## src/hw/rtl/dcot_pkg.sv

```systemverilog
`timescale 1ns / 1ps
// ----------------------------------------------------------------------------
// dcot_pkg
// Shared types and codes of the drive command and odometry tick block.
// ----------------------------------------------------------------------------
package dcot_pkg;

   localparam int CSR_INDEX_W = 3;
   localparam int CSR_DATA_W  = 24;

   localparam logic [CSR_INDEX_W-1:0] REG_DECAY_FACTOR  = 3'd0;
   localparam logic [CSR_INDEX_W-1:0] REG_DISTANCE_GAIN = 3'd1;
   localparam logic [CSR_INDEX_W-1:0] REG_TURN_GAIN     = 3'd2;
   localparam logic [CSR_INDEX_W-1:0] REG_SILENCE_LIMIT = 3'd3;
   localparam logic [CSR_INDEX_W-1:0] REG_BATTERY_LEVEL = 3'd4;

   localparam logic [15:0] RST_DECAY_FACTOR  = 16'd58982;
   localparam logic [23:0] RST_DISTANCE_GAIN = 24'd17157;
   localparam logic [23:0] RST_TURN_GAIN     = 24'd447392;
   localparam logic [15:0] RST_SILENCE_LIMIT = 16'd100;
   localparam logic [6:0]  RST_BATTERY_LEVEL = 7'd100;

   localparam logic [15:0] MODE_IDLE  = 16'd0;
   localparam logic [15:0] MODE_MOVE  = 16'd1;
   localparam logic [15:0] MODE_STOP  = 16'd2;
   localparam logic [15:0] MODE_ESTOP = 16'd3;
   localparam logic [15:0] MODE_RESET = 16'd4;

   localparam logic [2:0] STATUS_IDLE    = 3'd0;
   localparam logic [2:0] STATUS_MOVING  = 3'd1;
   localparam logic [2:0] STATUS_STOPPED = 3'd2;
   localparam logic [2:0] STATUS_ESTOP   = 3'd3;
   localparam logic [2:0] STATUS_ERROR   = 3'd4;

   localparam logic [2:0] FAULT_OK      = 3'd0;
   localparam logic [2:0] FAULT_TIMEOUT = 3'd4;

   localparam logic [11:0] DECIDEG_PER_TURN = 12'd3600;

   typedef struct packed {
      logic [15:0]        mode;
      logic signed [15:0] left_command;
      logic signed [15:0] right_command;
      logic               request_seen;
   } req_type;

   typedef struct packed {
      logic [2:0]         drive_status;
      logic signed [15:0] left_speed;
      logic signed [15:0] right_speed;
      logic signed [15:0] position_x;
      logic signed [15:0] position_y;
      logic [11:0]        heading_decideg;
      logic [6:0]         battery_percent;
      logic [2:0]         fault_code;
   } rsp_type;

   typedef struct packed {
      logic [15:0] decay_factor;
      logic [23:0] distance_gain;
      logic [23:0] turn_gain;
      logic [15:0] silence_limit;
      logic [6:0]  battery_level;
   } cfg_type;

   typedef struct packed {
      logic load;
      logic ramp_l;
      logic ramp_r;
      logic apply;
      logic sum;
      logic mul_d;
      logic mul_t;
      logic mul_x;
      logic mul_y;
      logic update;
      logic emit;
   } cmd_type;

   typedef struct packed {
      logic out_free;
   } stat_type;

endpackage

```

## src/hw/rtl/dcot_csr.sv

```systemverilog
`timescale 1ns / 1ps
// ----------------------------------------------------------------------------
// dcot_csr
// Configuration registers with their reset values.
// ----------------------------------------------------------------------------
module dcot_csr (
   input  logic                             clock,
   input  logic                             reset,
   input  logic                             csr_valid,
   output logic                             csr_ready,
   input  logic [dcot_pkg::CSR_INDEX_W-1:0] csr_index,
   input  logic [dcot_pkg::CSR_DATA_W-1:0]  csr_data,
   output dcot_pkg::cfg_type                cfg
);
   import dcot_pkg::*;

   cfg_type cfg_ff;

   assign csr_ready = 1'b1;
   assign cfg       = cfg_ff;

   always_ff @(posedge clock) begin
      if (reset) begin
         cfg_ff.decay_factor  <= RST_DECAY_FACTOR;
         cfg_ff.distance_gain <= RST_DISTANCE_GAIN;
         cfg_ff.turn_gain     <= RST_TURN_GAIN;
         cfg_ff.silence_limit <= RST_SILENCE_LIMIT;
         cfg_ff.battery_level <= RST_BATTERY_LEVEL;
      end else if (csr_valid) begin
         unique case (csr_index)
            REG_DECAY_FACTOR:  cfg_ff.decay_factor  <= csr_data[15:0];
            REG_DISTANCE_GAIN: cfg_ff.distance_gain <= csr_data;
            REG_TURN_GAIN:     cfg_ff.turn_gain     <= csr_data;
            REG_SILENCE_LIMIT: cfg_ff.silence_limit <= csr_data[15:0];
            REG_BATTERY_LEVEL: cfg_ff.battery_level <= csr_data[6:0];
            default: ;
         endcase
      end
   end
endmodule

```

## config.mk

```make
export PLATFORM = sky130hd
export DESIGN_NAME = dcot_csr
export DESIGN_NICKNAME = d
export VERILOG_FILES = /design/src/hw/rtl/dcot_pkg.sv /design/src/hw/rtl/dcot_csr.sv
export SDC_FILE = /design/constraint.sdc
export NUM_CORES = 1
export LEC_CHECK = 0
export BUFFER_PORTS_ARGS = -buffer_cell sky130_fd_sc_hd__buf_2
export CAP_MARGIN = 20
export CORE_ASPECT_RATIO = 2
export CORE_MARGIN = 2
export CORE_UTILIZATION = 44
export DETAILED_ROUTE_END_ITERATION = 8
export PLACE_DENSITY = 0.82
export SETUP_SLACK_MARGIN = 0.05
export SYNTH_ARGS = -nofsm -noshare
export SYNTH_HDL_FRONTEND = slang
export SYNTH_SLANG_ARGS = --single-unit
```

## constraint.sdc

```tcl
create_clock -name clock -period 1.2 [get_ports clock]
set_clock_uncertainty 0.2 [all_clocks]
set_input_delay 0.12 -clock clock [delete_from_list [all_inputs] [get_ports clock]]
set_output_delay 0.12 -clock clock [all_outputs]
set_load 0.02 [all_outputs]
```

Word-level counts from Yosys, hierarchy flattened

Index checks and enable logic that the tools add are counted.

Equality and inequality tests: 4
Reductions and logical operators: 6

Operators by type and width:

| operator                                             | number |
|---|---|
| AND reduction 2 bit                                  | 5 |
| equality test 3 x 2 -> 1 bit (second input constant) | 2 |
| equality test 3 x 1 -> 1 bit (second input constant) | 1 |
| equality test 3 bit (second input constant)          | 1 |
| logical NOT 3 bit                                    | 1 |

Register bits after elaboration: 87
Input port bits: 30
Logic and storage cells: 15
Output and inout bits: 88

Longest topological paths before layout

Word-level depth: 2
Depth in mapped cells: 5

Worst setup path before layout

Ideal clock, no wire load.

Kind: input to register
From: input port csr_index[0] (netlist name)
To: register cfg_ff (netlist bit cfg[76])
Path buffers: 1
Cell stages on the path: 3
Setup time: 126 ps
Setup slack: -24 ps
Data required time: 874 ps
Arrival: 898 ps
Path through: or4b_4 buf_6 mux2i_1

Cells in the longest elaborated chain, start to end: 2

RTL lines:

| element                              | line           | source |
|---|---|---|
| start: declaration                   | dcot_csr.sv:11 | `input logic [dcot_pkg::CSR_INDEX_W-1:0] csr_index,` |
| logical NOT 3 bit                    | dcot_csr.sv:30 | `unique case (csr_index)` |
| AND reduction 2 bit (no source line) | -              |  |
| end: declaration                     | dcot_csr.sv:17 | `cfg_type cfg_ff;` |

No other way between the ends.
A chain may end at the register's enable or synchronous reset.

Worst setup path after layout

From: register cfg_ff (netlist bit cfg[70])
To: output port cfg[70] (netlist name)

RTL lines:

| element          | line           | source |
|---|---|---|
| end: declaration | dcot_csr.sv:13 | `output dcot_pkg::cfg_type cfg` |

No word-level cell between the ends.

==> results.py <==
metrics = {
    "outcome": {
        "status": "finished, final reports clean",
    },
    "global_routing": {
        "antenna_found_initial": 0,
        "grt_use_total": 0.217,
        "grt_pass1_vias": 2851,
        "overflow": 0,
        "grt_max_degree": 60,
        "grt_first_pass_wirelength_um": 14200,
    },
    "route": {
        "vias": 2921,
        "via_per_inst": 5.01,
        "antenna_left": 0,
        "wl_per_cell_um": 16.7,
        "drc": 0,
        "drt_iter0_markers": 126,
        "wirelength_um": 9710,
        "firstDrtPassIters": 4,
    },
    "clock_network": {
        "clk_latency_ns": 0.33,
        "htreeDepth": 3,
        "clkTransAtPathRegs_ns": 0.06,
        "numCtsBuffers": 9,
        "clockRootBuffer": "clkbuf_16",
        "cts_buffer_depth": 2,
        "cts_tree": "built",
        "clkSinkCount": 87,
    },
    "setup_path": {
        "r2r_slack_ns": 0.29,
        "crit_slowest_cell": "dfxtp_1",
        "arrival_ns": 0.85,
        "worst_setup_path_start_kind": "flip-flop",
        "path_max_fanout": 2,
        "endpoint_kind": "primary output",
        "worst-setup-path-type": "reg2out",
        "path_cells": "buf_4",
        "cpPeakStageDelay_ns": 0.36,
        "cp_top_family": "flip-flops",
        "cp_num_buf_inv": 1,
        "critPathRequiredTime_ns": 0.88,
    },
    "synthesis": {
        "postSynthCellCount": 335,
        "syn_nets": 365,
        "synth_commonest_cells": "dfxtp_1, mux2i_1, nand2b_1",
        "async_flop_share": 0,
        "ys_ff_latch": 87,
        "synth-seq-area-share": 0.495,
        "synth_area_leader_cell": "dfxtp_1",
        "synth_area_per_cell_sq_um": 10.5,
        "synth_top_cell_area_share": 0.495,
        "syn-cell-area_sq_um": 3520,
        "ys.flop_type": "dfxtp_1",
        "synth_cell_types": 16,
        "synth_edf_count": 0,
        "netlist_top_cells_area": "dfxtp_1, mux2i_1, nand2b_1",
        "yosysWarnings": 0,
    },
    "floorplanning": {
        "dieArea_sq_um": 8770,
        "die_h_um": 130,
        "io-pin-count": 118,
        "die_width_um": 67.2,
        "num_rows": 46,
        "initial_core_util": 0.449,
        "core-area_sq_um": 7830,
    },
    "placed_design": {
        "routabilityCongestion": 0.734,
        "dpl_worst_slack_ns": -0.175,
        "dp.cells": 541,
        "dp_hpwl_um": 5620,
        "post_dp_cell_area_sq_um": 4320,
        "port-buffer-count": 116,
    },
    "timing": {
        "drv_slew": 0,
        "hold_viol": 0,
        "grt_setup_unrepaired": "yes",
        "fmax_ghz": 0.856,
        "finalCritPeriodShare": 0.973,
        "setup_slack_ns": 0.0318,
        "setup_viol": 0,
        "min_period_ns": 1.17,
    },
    "finish": {
        "utilization": 0.693,
        "final_cells": 583,
        "drive_above_1_share": 0.489,
        "post-route-cell-area_sq_um": 5430,
        "fill_cells": 559,
        "antenna_cells": 0,
        "largest_reg_flops": 87,
        "nNetsFinal": 512,
        "area_delta_synth_final_pct": 54.4,
    },
    "job": {
        "drv_cap": 0,
    },
    "pwr": {
        "finalPower_mw": 6.55,
        "leakagePower_nw": 2.45,
        "power_density_nw_per_um2": 1210,
        "worst_ir_drop_vdd_uv": 1470,
    },
    "min_path": {
        "hp-class": "in2reg",
    },
}
==> logic make-up after synthesis <==
group                  synth area share
other                           0.00107
AND/OR/NAND/NOR                   0.219
flip-flops                        0.495
buffers and inverters            0.0374
multiplexers                      0.248
==> repair_timing <==
action / 4_1_cts / 5_1_grt
hold buffers: 24 / 0
hold endpoints to repair: 80 / 0
setup buffers: 0 / 2
gates resized for setup: 127 / 99
endpoints found under the setup margin: 83 / 70
==> power breakdown <==
| group | switching (mW) | internal, mW | total, mW |
|---|---|---|---|
| registers | 0.0467 | 2.96 | 3.01 |
| clock network | 1.12 | 1.72 | 2.84 |
| logic | 0.335 | 0.366 | 0.701 |
==> cell type report <==
type | instances | area (sq um) | share of cell area
Clock inverter | 5 | 56.3 | 0.0104
Clock buffer | 11 | 253 | 0.0466
Sequential cell | 87 | 1840 | 0.338
Multi-Input combinational cell | 222 | 1660 | 0.306
Tap cell | 96 | 120 | 0.0221
Timing Repair Buffer | 162 | 1500 | 0.277
==> path summary, 6_finish.rpt <==
kind | from | cells past startpoint | to
min | csr_data[4] | 3 | cfg[11]
max reg2reg | cfg[57] | 3 | cfg[57]
min reg2reg | cfg[50] | 2 | cfg[50]
max | cfg[70] | 1 | cfg[70]
==> cells in the final DEF (no fill, tap or decap), drive strengths merged <==
master       instances
clkbuf              11
clkinvlp             1
nor2                44
buf                138
nand4b               1
nand2b              82
nand4bb              2
dlygate4sd3         24
and4bb               2
and4b                1
bufinv               1
dfxtp               87
conb                 1
clkinv               3
mux2i               87
nor4b                1
or4b                 1
==> worst register-to-register path, delay by kind of cell (launching register included) <==
kind	cells	cell delay, ns
buffers and inverters	1	0.12
multiplexers	1	0.07
AND/OR/NAND/NOR	1	0.08
flip-flops	1	0.32
==> metrics by stage <==
stage	TNS, ns	hold slack (ns)
final	0	0.000434
after global routing	0	0.0432
after CTS	0	0.00108
after detailed placement	-6.42	0.201
after global placement	-5.76	0.193
after floorplan	-0.178	0.0753
==> per-layer routing <==
layer	GRT usage	share of wire	vias up
met4	0.0780	0.015	0
met3	0.0668	0.071	13
li1	-	-	1406
met2	0.360	0.52	115
met5	0	0	-
met1	0.261	0.39	1387
Power figures use the tool's default switching activity.
