## config.mk

```make
export PLATFORM = sky130hd
export DESIGN_NAME = dcot_ctrl
export DESIGN_NICKNAME = d
export VERILOG_FILES = /design/src/hw/rtl/dcot_pkg.sv /design/src/hw/rtl/dcot_ctrl.sv
export SDC_FILE = /design/constraint.sdc
export NUM_CORES = 1
export LEC_CHECK = 0
export ABC_AREA = 1
export BUFFER_PORTS_ARGS = -buffer_cell sky130_fd_sc_hd__buf_2
export CAP_MARGIN = 20
export CORE_AREA = 2 2 39 41
export CTS_CLUSTER_DIAMETER = 50
export CTS_CLUSTER_SIZE = 14
export DETAILED_ROUTE_END_ITERATION = 12
export DIE_AREA = 0 0 41 43
export PLACE_DENSITY = 0.47
export SLEW_MARGIN = 40
export SYNTH_ARGS = -nofsm -noshare
export SYNTH_HDL_FRONTEND = slang
export SYNTH_SLANG_ARGS = --single-unit
```

## constraint.sdc

```tcl
create_clock -name clock -period 1.5 [get_ports clock]
set_input_delay 0.075 -clock clock [delete_from_list [all_inputs] [get_ports clock]]
set_output_delay 0.075 -clock clock [all_outputs]
set_load 0.01 [all_outputs]
```

## src/hw/rtl/dcot_pkg.sv

```systemverilog
`timescale 1ns / 1ps
// ----------------------------------------------------------------------------
// dcot_pkg
// Shared types and codes of the drive command and odometry tick block.
// ----------------------------------------------------------------------------
package dcot_pkg;

   localparam int CSR_INDEX_W = 3;
   localparam int CSR_DATA_W  = 24;

   localparam logic [CSR_INDEX_W-1:0] REG_DECAY_FACTOR  = 3'd0;
   localparam logic [CSR_INDEX_W-1:0] REG_DISTANCE_GAIN = 3'd1;
   localparam logic [CSR_INDEX_W-1:0] REG_TURN_GAIN     = 3'd2;
   localparam logic [CSR_INDEX_W-1:0] REG_SILENCE_LIMIT = 3'd3;
   localparam logic [CSR_INDEX_W-1:0] REG_BATTERY_LEVEL = 3'd4;

   localparam logic [15:0] RST_DECAY_FACTOR  = 16'd58982;
   localparam logic [23:0] RST_DISTANCE_GAIN = 24'd17157;
   localparam logic [23:0] RST_TURN_GAIN     = 24'd447392;
   localparam logic [15:0] RST_SILENCE_LIMIT = 16'd100;
   localparam logic [6:0]  RST_BATTERY_LEVEL = 7'd100;

   localparam logic [15:0] MODE_IDLE  = 16'd0;
   localparam logic [15:0] MODE_MOVE  = 16'd1;
   localparam logic [15:0] MODE_STOP  = 16'd2;
   localparam logic [15:0] MODE_ESTOP = 16'd3;
   localparam logic [15:0] MODE_RESET = 16'd4;

   localparam logic [2:0] STATUS_IDLE    = 3'd0;
   localparam logic [2:0] STATUS_MOVING  = 3'd1;
   localparam logic [2:0] STATUS_STOPPED = 3'd2;
   localparam logic [2:0] STATUS_ESTOP   = 3'd3;
   localparam logic [2:0] STATUS_ERROR   = 3'd4;

   localparam logic [2:0] FAULT_OK      = 3'd0;
   localparam logic [2:0] FAULT_TIMEOUT = 3'd4;

   localparam logic [11:0] DECIDEG_PER_TURN = 12'd3600;

   typedef struct packed {
      logic [15:0]        mode;
      logic signed [15:0] left_command;
      logic signed [15:0] right_command;
      logic               request_seen;
   } req_type;

   typedef struct packed {
      logic [2:0]         drive_status;
      logic signed [15:0] left_speed;
      logic signed [15:0] right_speed;
      logic signed [15:0] position_x;
      logic signed [15:0] position_y;
      logic [11:0]        heading_decideg;
      logic [6:0]         battery_percent;
      logic [2:0]         fault_code;
   } rsp_type;

   typedef struct packed {
      logic [15:0] decay_factor;
      logic [23:0] distance_gain;
      logic [23:0] turn_gain;
      logic [15:0] silence_limit;
      logic [6:0]  battery_level;
   } cfg_type;

   typedef struct packed {
      logic load;
      logic ramp_l;
      logic ramp_r;
      logic apply;
      logic sum;
      logic mul_d;
      logic mul_t;
      logic mul_x;
      logic mul_y;
      logic update;
      logic emit;
   } cmd_type;

   typedef struct packed {
      logic out_free;
   } stat_type;

endpackage

```

## src/hw/rtl/dcot_ctrl.sv

```systemverilog
`timescale 1ns / 1ps
// ----------------------------------------------------------------------------
// dcot_ctrl
// Sequencer that steps the datapath through one tick.
// ----------------------------------------------------------------------------
module dcot_ctrl (
   input  logic               clock,
   input  logic               reset,
   input  logic               req_valid,
   output logic               req_ready,
   input  dcot_pkg::stat_type stat,
   output dcot_pkg::cmd_type  cmd
);
   import dcot_pkg::*;

   localparam logic [3:0] ST_IDLE   = 4'd0;
   localparam logic [3:0] ST_RAMP_L = 4'd1;
   localparam logic [3:0] ST_RAMP_R = 4'd2;
   localparam logic [3:0] ST_APPLY  = 4'd3;
   localparam logic [3:0] ST_SUM    = 4'd4;
   localparam logic [3:0] ST_MUL_D  = 4'd5;
   localparam logic [3:0] ST_MUL_T  = 4'd6;
   localparam logic [3:0] ST_MUL_X  = 4'd7;
   localparam logic [3:0] ST_MUL_Y  = 4'd8;
   localparam logic [3:0] ST_UPDATE = 4'd9;
   localparam logic [3:0] ST_DONE   = 4'd10;

   logic [3:0] state_ff;
   logic [3:0] state_in;

   assign req_ready = (state_ff == ST_IDLE);

   always_comb begin
      cmd      = '0;
      state_in = state_ff;
      unique case (state_ff)
         ST_IDLE: begin
            if (req_valid) begin
               cmd.load = 1'b1;
               state_in = ST_RAMP_L;
            end
         end
         ST_RAMP_L: begin
            cmd.ramp_l = 1'b1;
            state_in   = ST_RAMP_R;
         end
         ST_RAMP_R: begin
            cmd.ramp_r = 1'b1;
            state_in   = ST_APPLY;
         end
         ST_APPLY: begin
            cmd.apply = 1'b1;
            state_in  = ST_SUM;
         end
         ST_SUM: begin
            cmd.sum  = 1'b1;
            state_in = ST_MUL_D;
         end
         ST_MUL_D: begin
            cmd.mul_d = 1'b1;
            state_in  = ST_MUL_T;
         end
         ST_MUL_T: begin
            cmd.mul_t = 1'b1;
            state_in  = ST_MUL_X;
         end
         ST_MUL_X: begin
            cmd.mul_x = 1'b1;
            state_in  = ST_MUL_Y;
         end
         ST_MUL_Y: begin
            cmd.mul_y = 1'b1;
            state_in  = ST_UPDATE;
         end
         ST_UPDATE: begin
            cmd.update = 1'b1;
            state_in   = ST_DONE;
         end
         ST_DONE: begin
            if (stat.out_free) begin
               cmd.emit = 1'b1;
               state_in = ST_IDLE;
            end
         end
         default: state_in = ST_IDLE;
      endcase
   end

   always_ff @(posedge clock) begin
      if (reset) begin
         state_ff <= ST_IDLE;
      end else begin
         state_ff <= state_in;
      end
   end
endmodule

```

### Word level (Yosys, flattened, before mapping)

Cells that the tools add are included.

| storage, ports and cells | value |
|---|---|
| bits in registers | 4 |
| logic and storage cells | 31 |
| input bits | 4 |

| operators by class | value |
|---|---|
| reductions and logical operators | 2 |
| muxes and demuxes | 16 |
| equality and inequality tests | 12 |

Operator list:

| kind | count |
|---|---|
| $pmux 4 s11 | 1 |
| $eq 4x3->1 const B | 4 |
| $mux 1 | 13 |
| $eq 4x4->1 const B | 3 |
| $eq 4x2->1 const B | 2 |
| $mux 4 | 2 |
| $eq 4x1->1 const B | 1 |
| $logic_not 4->1 | 1 |
| $ne 2x2->1 const B | 2 |
| $reduce_and 2->1 | 1 |

### Depth between registers and ports, before layout

Gate-level depths: netlist of run 1.

| logic depth | value |
|---|---|
| depth in word-level cells | 3 |
| gate-level depth with buffers | 6 |
| gate-level depth less buffers | 5 |

### Worst setup path after synthesis of run 1

Ideal clock, no wire load.

| timing | value |
|---|---|
| kind | register -> output |
| start | register state_ff[1] |
| end | output port cmd[0] in the netlist's numbering |
| path slack | 0.554 ns |
| cell stages (with the launch flop) | 5 |
| arrival | 0.871 ns |
| path through | dfxtp_1 -> inv_1 -> nor2_2 -> inv_1 -> nor4_2 |

RTL lines:

| element | line | RTL |
|---|---|---|
| start: declaration | dcot_ctrl.sv:28 | `logic [3:0] state_ff;` |
| start signal: assignment | dcot_ctrl.sv:93 | `state_ff <= state_in;` |
| end: declaration | dcot_ctrl.sv:12 | `output dcot_pkg::cmd_type cmd` |

==> results of run 1 <==
## cells in the mapped netlist (all sizes together)
master,count,area [µm²]
nor2,17,73.82
o21ai,1,5.000
buf,1,11.26
inv,11,41.29
nor3,2,10.01
nand3,5,30.03
dfxtp,4,80.08
nand2,5,28.78
nor4,1,12.51
a21oi,3,15.01
## area by class of cell
| type | instances | area, µm² |
|---|---|---|
| clock buffer | 3 | 22.52 |
| tap | 16 | 20.02 |
| inverter | 11 | 41.29 |
| sequential | 4 | 80.08 |
| fill | 168 | 969.7 |
| timing repair buffer | 15 | 75.07 |
| multi-input combinational | 34 | 175.2 |
## power groups by stage
stage	Combinational, µW	Clock (µW)	Sequential, µW
2_1_floorplan	71.6	0	126
3_3_place_gp	95.3	0	133
3_5_place_dp	94.9	0	133
4_1_cts	95.3	140	131
5_1_grt	107	144	133
6_report	92.9	129	131
## worst max-delay path, stage by stage, from the launching register on
cell and delay [ps]:
dfxtp_1 410, nor2_1 260, nand2_1 100, nor2_1 90, buf_2 130
## worst max path at each step
| stage | startpoint | end | slack (ps) | depth (start not counted) |
|---|---|---|---|---|
| floorplan | state_ff[1]$_SDFFE_PP0P_ | cmd[0] | 550 | 4 |
| global placement | state_ff[2]$_SDFFE_PP0P_ | cmd[8] | 400 | 4 |
| detailed placement | state_ff[2]$_SDFFE_PP0P_ | cmd[10] | 430 | 4 |
| CTS | state_ff[2]$_SDFFE_PP0P_ | cmd[10] | 170 | 4 |
| global route | state_ff[2]$_SDFFE_PP0P_ | cmd[10] | 60 | 4 |
| finish | state_ff[2]$_SDFFE_PP0P_ | cmd[10] | 190 | 4 |
## through the flow
step	utilization [%]	total power [µW]	hold WS, ps
floorplan	-	198.0	144.1
global placement	28.30	228.5	284.4
detailed placement	28.30	227.6	288.2
CTS	29.93	365.9	40.70
global route	29.93	384.1	45.76
finish	29.93	353.8	46.83
## layer usage
metal / GRT usage, % / vias up / wire (µm)
met3: 3.141 / 0 / 42
met2: 15.00 / 9 / 335
li1: - / 188 / -
met4: 8.000 / 0 / 0
met1: 9.325 / 146 / 313
met5: 0 / - / 0
## cell families after synthesis
family / count (synthesis) / share of synthesized area [%]
and+or+nand+nor: 30 / 50.41
buffers and inverters: 12 / 17.07
DFF: 4 / 26.02
AOI/OAI and AO/OA: 4 / 6.501
## placed cells by master, fill, tap and decap left out, drive strengths merged
cell    netlist  layout
a21oi         3       3
buf           1      15
clkbuf        0       3
dfxtp         4       4
inv          11      11
nand2         5       5
nand3         5       5
nor2         17      17
nor3          2       2
nor4          1       1
o21ai         1       1
==> flow_metrics.env, run 1 <==
export IMPL_status="complete, no violations"
export IMPL_sw_frac_of_total_pct=31.70
export IMPL_setup_tns_ps=0
export IMPL_endpoint_kind="primary output"
export IMPL_grt_pass1_wl_um=1097
export IMPL_final_layout_size_suffix_gt1_share_pct=37.31
export IMPL_leakagePower_uw=0.0002353
export IMPL_combPwrFrac_pct=26.3
export IMPL_largest_reg_flops=4
export IMPL_synth_seq_cells=4
export IMPL_clock_sinks=4
export IMPL_cts_buffer_depth=2
export IMPL_rsz0062_at_grt="no"
export IMPL_fp_coreArea_um2=1384
export IMPL_p_per_area_nw_per_um2=854.3
export IMPL_critPathRequiredTime_ps=1420
export IMPL_clock_latency_ps=230
export IMPL_max_cap_violations=0
export IMPL_drt_iter0_drc=4
export IMPL_viasPerCell=4.133
export IMPL_netlist_area_um2=307.8
export IMPL_r2r_start="state_ff[2]$_SDFFE_PP0P_"
export IMPL_ios=16
export IMPL_power_share_clock_pct=36.6
export IMPL_dpl_cell_area_um2=391.6
export IMPL_grt_max_degree=10
export IMPL_worst_ep_arrival_time_ps=1230
export IMPL_ys_seq_area_share_pct=26.02
export IMPL_syn_nets=54
export IMPL_clock_fmax_ghz=0.7641
export IMPL_regToRegSetupSlack_ps=470
export IMPL_cts_root_buf="clkbuf_4"
export IMPL_min_from="reset"
export IMPL_worst_r2r_endpoint="state_ff[0]$_SDFFE_PP0P_"
export IMPL_dr_pass1_iters=2
export IMPL_critPathKind="reg2out"
export IMPL_setup_viol=0
export IMPL_hold_class="in2reg"
export IMPL_numCtsBuffers=3
export IMPL_post_cts_resized=0
export IMPL_postCtsSetupBuffers=0
export IMPL_p_seq_share_pct=37.2
export IMPL_antenna_found_initial=0
export IMPL_yosys_warnings=0
export IMPL_irDropWorstVdd_mv=0.2836
export IMPL_nNetsFinal=73
export IMPL_maxSlewHeadroom_pct=74.41
export IMPL_drv_slew=0
export IMPL_regMostFlops="state_ff"
export IMPL_finalHoldViolCount=0
export IMPL_rows=14
export IMPL_routedWlPerCell_um=8.313
export IMPL_die_x_um=41
export IMPL_finalWorstPathRequiredPeriod_ps=1309
export IMPL_hold_path_end="state_ff[0]$_SDFFE_PP0P_"
export IMPL_ant_nets=0
export IMPL_grt_pass1_vias=297
export IMPL_pre_cts_slack_ps=431.1
export IMPL_syn_to_final_growth_pct=34.55
export IMPL_place_hpwl_um=580.7
export IMPL_drc=0
export IMPL_synth_avg_cell_area_um2=6.156
export IMPL_skew_ps=2.438
export IMPL_dr_total_vias=343
export IMPL_fin_crit_sh_pct=87.25
export IMPL_ctsHoldBuffers=0
export IMPL_switching_power_uw=112.2
export IMPL_p_int_uw=241.7
export IMPL_start_kind="register"
export IMPL_path_clk_slew_ps=40
export IMPL_start_util_pct=22.24
export IMPL_reg_largest_list="state_ff: 4 flops"
export IMPL_final_setup_worst_slack_ps=191.2
export IMPL_synth_cells=50
export IMPL_routed_wl_um=690
export IMPL_holdPathStages=2
export IMPL_grt_ovfl_total=0
export IMPL_tightest_slew_ps=383.3
export IMPL_dieArea_um2=1763
export IMPL_ys_types=16
export IMPL_place_inst=80
export IMPL_port_buffers=15
export IMPL_cts_tree="yes"
export IMPL_h_tree_depth=1
export IMPL_fin_cells=83
export IMPL_die_y_um=43
export IMPL_finalWeightedCongestion=0.6582
export IMPL_critical_path_max_fanout=9
export IMPL_reg2regPathDepth=4
export IMPL_finalInstanceArea_um2=414.1
export IMPL_track_usage_pct=9.538
export IMPL_antenna_cells=0
Power figures use the tool's default switching activity.
==> run 2: changes to the inputs <==
- CORE_AREA: 2 2 39 41 -> 4 4 41 43
- DIE_AREA: 0 0 41 43 -> 0 0 45 47
- clock period: 1.5 -> 1.26 ns (I/O delays scaled with it)
==> flow_metrics.env, run 2 (same netlist as run 1, synthesis figures left out) <==
export IMPL_ant_nets=0
export IMPL_clock_sinks=4
export IMPL_final_layout_size_suffix_gt1_share_pct=54.93
export IMPL_max_cap_violations=0
export IMPL_p_per_area_nw_per_um2=969.5
export IMPL_syn_to_final_growth_pct=60.98
export IMPL_cts_buffer_depth=2
export IMPL_drt_iter0_drc=6
export IMPL_clock_fmax_ghz=0.8089
export IMPL_p_int_uw=314.4
export IMPL_grt_ovfl_total=0
export IMPL_power_share_clock_pct=33.0
export IMPL_die_x_um=45
export IMPL_final_cell_mix="buf_2 (15), nor2_1 (13), inv_1 (8)"
export IMPL_fin_crit_sh_pct=98.12
export IMPL_dpl_cell_area_um2=390.4
export IMPL_routed_wl_um=932
export IMPL_ios=16
export IMPL_viasPerCell=4.326
export IMPL_critPathRequiredTime_ps=1200
export IMPL_cts_root_buf="clkbuf_4"
export IMPL_place_inst=79
export IMPL_hold_class="in2reg"
export IMPL_fin_cells=86
export IMPL_hold_path_end="state_ff[3]$_SDFFE_PP0P_"
export IMPL_irDropWorstVdd_mv=0.3778
export IMPL_setup_viol=0
export IMPL_routedWlPerCell_um=10.84
export IMPL_fp_coreArea_um2=1301
export IMPL_endpoint_kind="primary output"
export IMPL_reg2regPathDepth=5
export IMPL_start_util_pct=23.65
export IMPL_antenna_cells=0
export IMPL_min_from="reset"
export IMPL_final_common_cell="buf_2"
export IMPL_finalWorstPathRequiredPeriod_ps=1236
export IMPL_worst_r2r_endpoint="state_ff[2]$_SDFFE_PP0P_"
export IMPL_antenna_found_initial=0
export IMPL_path_clk_slew_ps=40
export IMPL_numCtsBuffers=3
export IMPL_holdPathStages=2
export IMPL_start_kind="register"
export IMPL_grt_pass1_vias=309
export IMPL_skew_ps=3.649
export IMPL_final_setup_worst_slack_ps=23.73
export IMPL_combPwrFrac_pct=33.1
export IMPL_critPathKind="reg2out"
export IMPL_regMostFlops="state_ff"
export IMPL_maxSlewHeadroom_pct=82.68
export IMPL_largest_reg_flops=4
export IMPL_nNetsFinal=77
export IMPL_rsz0062_at_grt="yes"
export IMPL_leakagePower_uw=0.0002605
export IMPL_grt_max_degree=10
export IMPL_reg_largest_list="state_ff: 4 flops"
export IMPL_die_y_um=47
export IMPL_dr_total_vias=372
export IMPL_status="complete, no violations"
export IMPL_critical_path_max_fanout=3
export IMPL_sw_frac_of_total_pct=34.56
export IMPL_dieArea_um2=2115
export IMPL_port_buffers=15
export IMPL_clock_latency_ps=230
export IMPL_drc=0
export IMPL_finalHoldViolCount=0
export IMPL_p_seq_share_pct=33.9
export IMPL_finalWeightedCongestion=0.7235
export IMPL_rows=13
export IMPL_finalInstanceArea_um2=495.5
export IMPL_finish_utilization_pct=38.08
export IMPL_grt_pass1_wl_um=1269
export IMPL_cts_tree="yes"
export IMPL_switching_power_uw=166.0
export IMPL_ctsHoldBuffers=0
export IMPL_h_tree_depth=1
export IMPL_tightest_slew_ps=259.8
export IMPL_r2r_start="state_ff[1]$_SDFFE_PP0P_"
export IMPL_dr_pass1_iters=3
export IMPL_pre_cts_slack_ps=189.8
export IMPL_regToRegSetupSlack_ps=300
export IMPL_drv_slew=0
export IMPL_worst_ep_arrival_time_ps=1170
export IMPL_track_usage_pct=8.452
export IMPL_place_hpwl_um=624
## run 2: through the flow
step | setup TNS [ps] | hold slack (ps) | power (µW)
after CTS | 0 | 15.39 | 439.4
after detailed placement | 0 | 271.4 | 271.8
after global placement | 0 | 274.6 | 274.4
after floorplan | 0 | 132.1 | 235.7
after global routing | -113.1 | 16.19 | 518.1
final | 0 | 26.18 | 480.4
## run 2: worst max path at each step
| stage | from | endpoint | slack, ps | cells after the start |
|---|---|---|---|---|
| floorplan | state_ff[1]$_SDFFE_PP0P_ | cmd[0] | 330 | 4 |
| global placement | state_ff[1]$_SDFFE_PP0P_ | cmd[0] | 170 | 5 |
| detailed placement | state_ff[1]$_SDFFE_PP0P_ | cmd[0] | 190 | 5 |
| CTS | state_ff[1]$_SDFFE_PP0P_ | cmd[0] | 5 | 5 |
| global route | state_ff[1]$_SDFFE_PP0P_ | cmd[0] | -40 | 5 |
| finish | state_ff[1]$_SDFFE_PP0P_ | cmd[0] | 20 | 5 |
## run 2: power by group through the flow
stage | logic [µW] | registers (µW) | clock network [µW]
CTS | 114 | 158 | 167
floorplan | 85.2 | 150 | 0
finish | 159 | 163 | 158
global placement | 115 | 160 | 0
global route | 174 | 164 | 180
detailed placement | 113 | 159 | 0
## run 2: repair_timing
item                       CTS  global route
pin swaps                    0             3
setup endpoints to repair    4             8
buffers inserted             0             4
gates resized for setup      2            16
## run 2: critical path, stage by stage (launching register included)
cell	delay, ps
dfxtp_4	360
inv_4	40
nor2_4	120
inv_2	60
nor4_4	190
buf_2	160
## run 2: area by class of cell
cell class | instances | area (µm²)
Fill cell | 155 | 805.8
Multi-Input combinational cell | 34 | 212.7
Timing Repair Buffer | 19 | 105.1
Sequential cell | 4 | 90.09
Inverter | 11 | 46.29
Clock buffer | 3 | 22.52
Tap cell | 15 | 18.77
## run 2: layer usage
metal	global-route usage, %	vias up	part of all wire, %
met5	0	-	0
met3	2.299	0	6.0
met4	7.018	0	0
met1	10.91	166	43
li1	-	196	-
met2	11.58	10	51
==> run 3: changes to the inputs <==
- CORE_AREA: 4 4 41 43 -> 2 2 39 41
- DIE_AREA: 0 0 45 47 -> 0 0 41 43
==> flow_metrics.env, run 3 (same netlist as run 1, synthesis figures left out) <==
export IMPL_endpoint_kind="primary output"
export IMPL_skew_ps=4.767
export IMPL_viasPerCell=4.190
export IMPL_largest_reg_flops=4
export IMPL_fin_crit_sh_pct=93.14
export IMPL_status="complete, no violations"
export IMPL_critPathRequiredTime_ps=1200
export IMPL_r2r_start="state_ff[1]$_SDFFE_PP0P_"
export IMPL_cts_root_buf="clkbuf_4"
export IMPL_tightest_slew_ps=255.6
export IMPL_dr_pass1_iters=2
export IMPL_irDropWorstVdd_mv=0.4078
export IMPL_dr_total_vias=352
export IMPL_sw_frac_of_total_pct=32.87
export IMPL_drt_iter0_drc=2
export IMPL_finalHoldViolCount=0
export IMPL_switching_power_uw=145.6
export IMPL_rows=14
export IMPL_fp_coreArea_um2=1384
export IMPL_track_usage_pct=9.447
export IMPL_ctsHoldBuffers=0
export IMPL_final_common_cell="buf_2"
export IMPL_p_per_area_nw_per_um2=989.0
export IMPL_rsz0062_at_grt="yes"
export IMPL_critPathKind="reg2out"
export IMPL_dieArea_um2=1763
export IMPL_clock_fmax_ghz=0.8521
export IMPL_routed_wl_um=777
export IMPL_drv_slew=0
export IMPL_start_util_pct=22.24
export IMPL_syn_to_final_growth_pct=45.53
export IMPL_antenna_cells=0
export IMPL_hold_class="in2reg"
export IMPL_antenna_found_initial=0
export IMPL_grt_ovfl_total=0
export IMPL_final_setup_worst_slack_ps=86.46
export IMPL_max_cap_violations=0
export IMPL_numCtsBuffers=3
export IMPL_clock_sinks=4
export IMPL_nNetsFinal=74
export IMPL_p_int_uw=297.4
export IMPL_port_buffers=15
export IMPL_grt_pass1_wl_um=1083
export IMPL_setup_tns_ps=0
export IMPL_p_seq_share_pct=36.9
export IMPL_drc=0
export IMPL_grt_max_degree=10
export IMPL_place_inst=80
export IMPL_cp_startpoint="state_ff[1]$_SDFFE_PP0P_"
export IMPL_die_x_um=41
export IMPL_finalWeightedCongestion=0.6580
export IMPL_regMostFlops="state_ff"
export IMPL_finalInstanceArea_um2=447.9
export IMPL_start_kind="register"
export IMPL_combPwrFrac_pct=28.1
export IMPL_critical_path_max_fanout=5
export IMPL_reg_largest_list="state_ff: 4 flops"
export IMPL_dpl_cell_area_um2=391.6
export IMPL_routedWlPerCell_um=9.250
export IMPL_clock_latency_ps=230
export IMPL_min_from="reset"
export IMPL_path_clk_slew_ps=40
export IMPL_ios=16
export IMPL_setup_viol=0
export IMPL_place_hpwl_um=602.2
export IMPL_power_share_clock_pct=35.0
export IMPL_n_fill_cell=165
export IMPL_h_tree_depth=1
export IMPL_worst_ep_arrival_time_ps=1110
export IMPL_finalWorstPathRequiredPeriod_ps=1174
export IMPL_leakagePower_uw=0.0002425
export IMPL_ant_nets=0
export IMPL_final_layout_size_suffix_gt1_share_pct=50.00
export IMPL_pre_cts_slack_ps=210.3
export IMPL_cts_tree="yes"
export IMPL_cts_buffer_depth=2
export IMPL_grt_pass1_vias=288
export IMPL_final_cell_mix="buf_2 (15), nor2_1 (14), inv_1 (8)"
export IMPL_die_y_um=43
export IMPL_fin_cells=84
export IMPL_maxSlewHeadroom_pct=82.96
## run 3: path summary, 6_finish.rpt
kind,to,slack (ps),depth (start not counted)
setup reg to reg,state_ff[3]$_SDFFE_PP0P_,310,5
setup / recovery,cmd[0],90,5
hold / removal,state_ff[1]$_SDFFE_PP0P_,20,2
hold reg to reg,state_ff[2]$_SDFFE_PP0P_,600,2
## run 3: critical path: stages, from the launching register on
cell and delay [ps]:
dfxtp_4 370, inv_2 60, nor2_4 120, inv_2 60
nor4_2 110, buf_2 160
## run 3: layout make-up
class                      instances  area (µm²)  share of cell area (%)
multi-input combinational         34       193.9                   43.30
sequential                         4       87.58                   19.55
timing repair buffer              16       82.58                   18.44
inverter                          11       41.29                   9.218
clock buffer                       3       22.52                   5.028
tap                               16       20.02                   4.469
## run 3: metal layers
| layer | GRT usage, % | up-vias | routed length [µm] |
|---|---|---|---|
| met2 | 14.06 | 9 | 402 |
| met1 | 10.00 | 151 | 330 |
| li1 | - | 192 | - |
| met3 | 3.141 | 0 | 44 |
| met5 | 0 | - | 0 |
| met4 | 8.000 | 0 | 0 |
## run 3: power by group through the flow
stage | combinational [µW] | sequential (µW) | clock, µW
2_1_floorplan | 85.2 | 150 | 0
3_3_place_gp | 113 | 159 | 0
3_5_place_dp | 114 | 158 | 0
4_1_cts | 115 | 158 | 168
5_1_grt | 141 | 165 | 175
6_report | 124 | 163 | 155
## run 3: through the flow
step | total power [µW] | utilization [%] | hold slack [ps]
6_report | 443.0 | 32.37 | 23.34
5_1_grt | 481.0 | 32.37 | 16.82
4_1_cts | 440.3 | 30.56 | 12.37
3_5_place_dp | 272.0 | 28.30 | 274.5
3_3_place_gp | 272.0 | 28.30 | 272.4
2_1_floorplan | 235.7 | - | 132.1
## run 3: timing repair
action,4_1_cts,5_1_grt
setup buffers,0,1
pin swaps,0,1
gates resized for setup,3,8
endpoints found under the setup margin,6,11
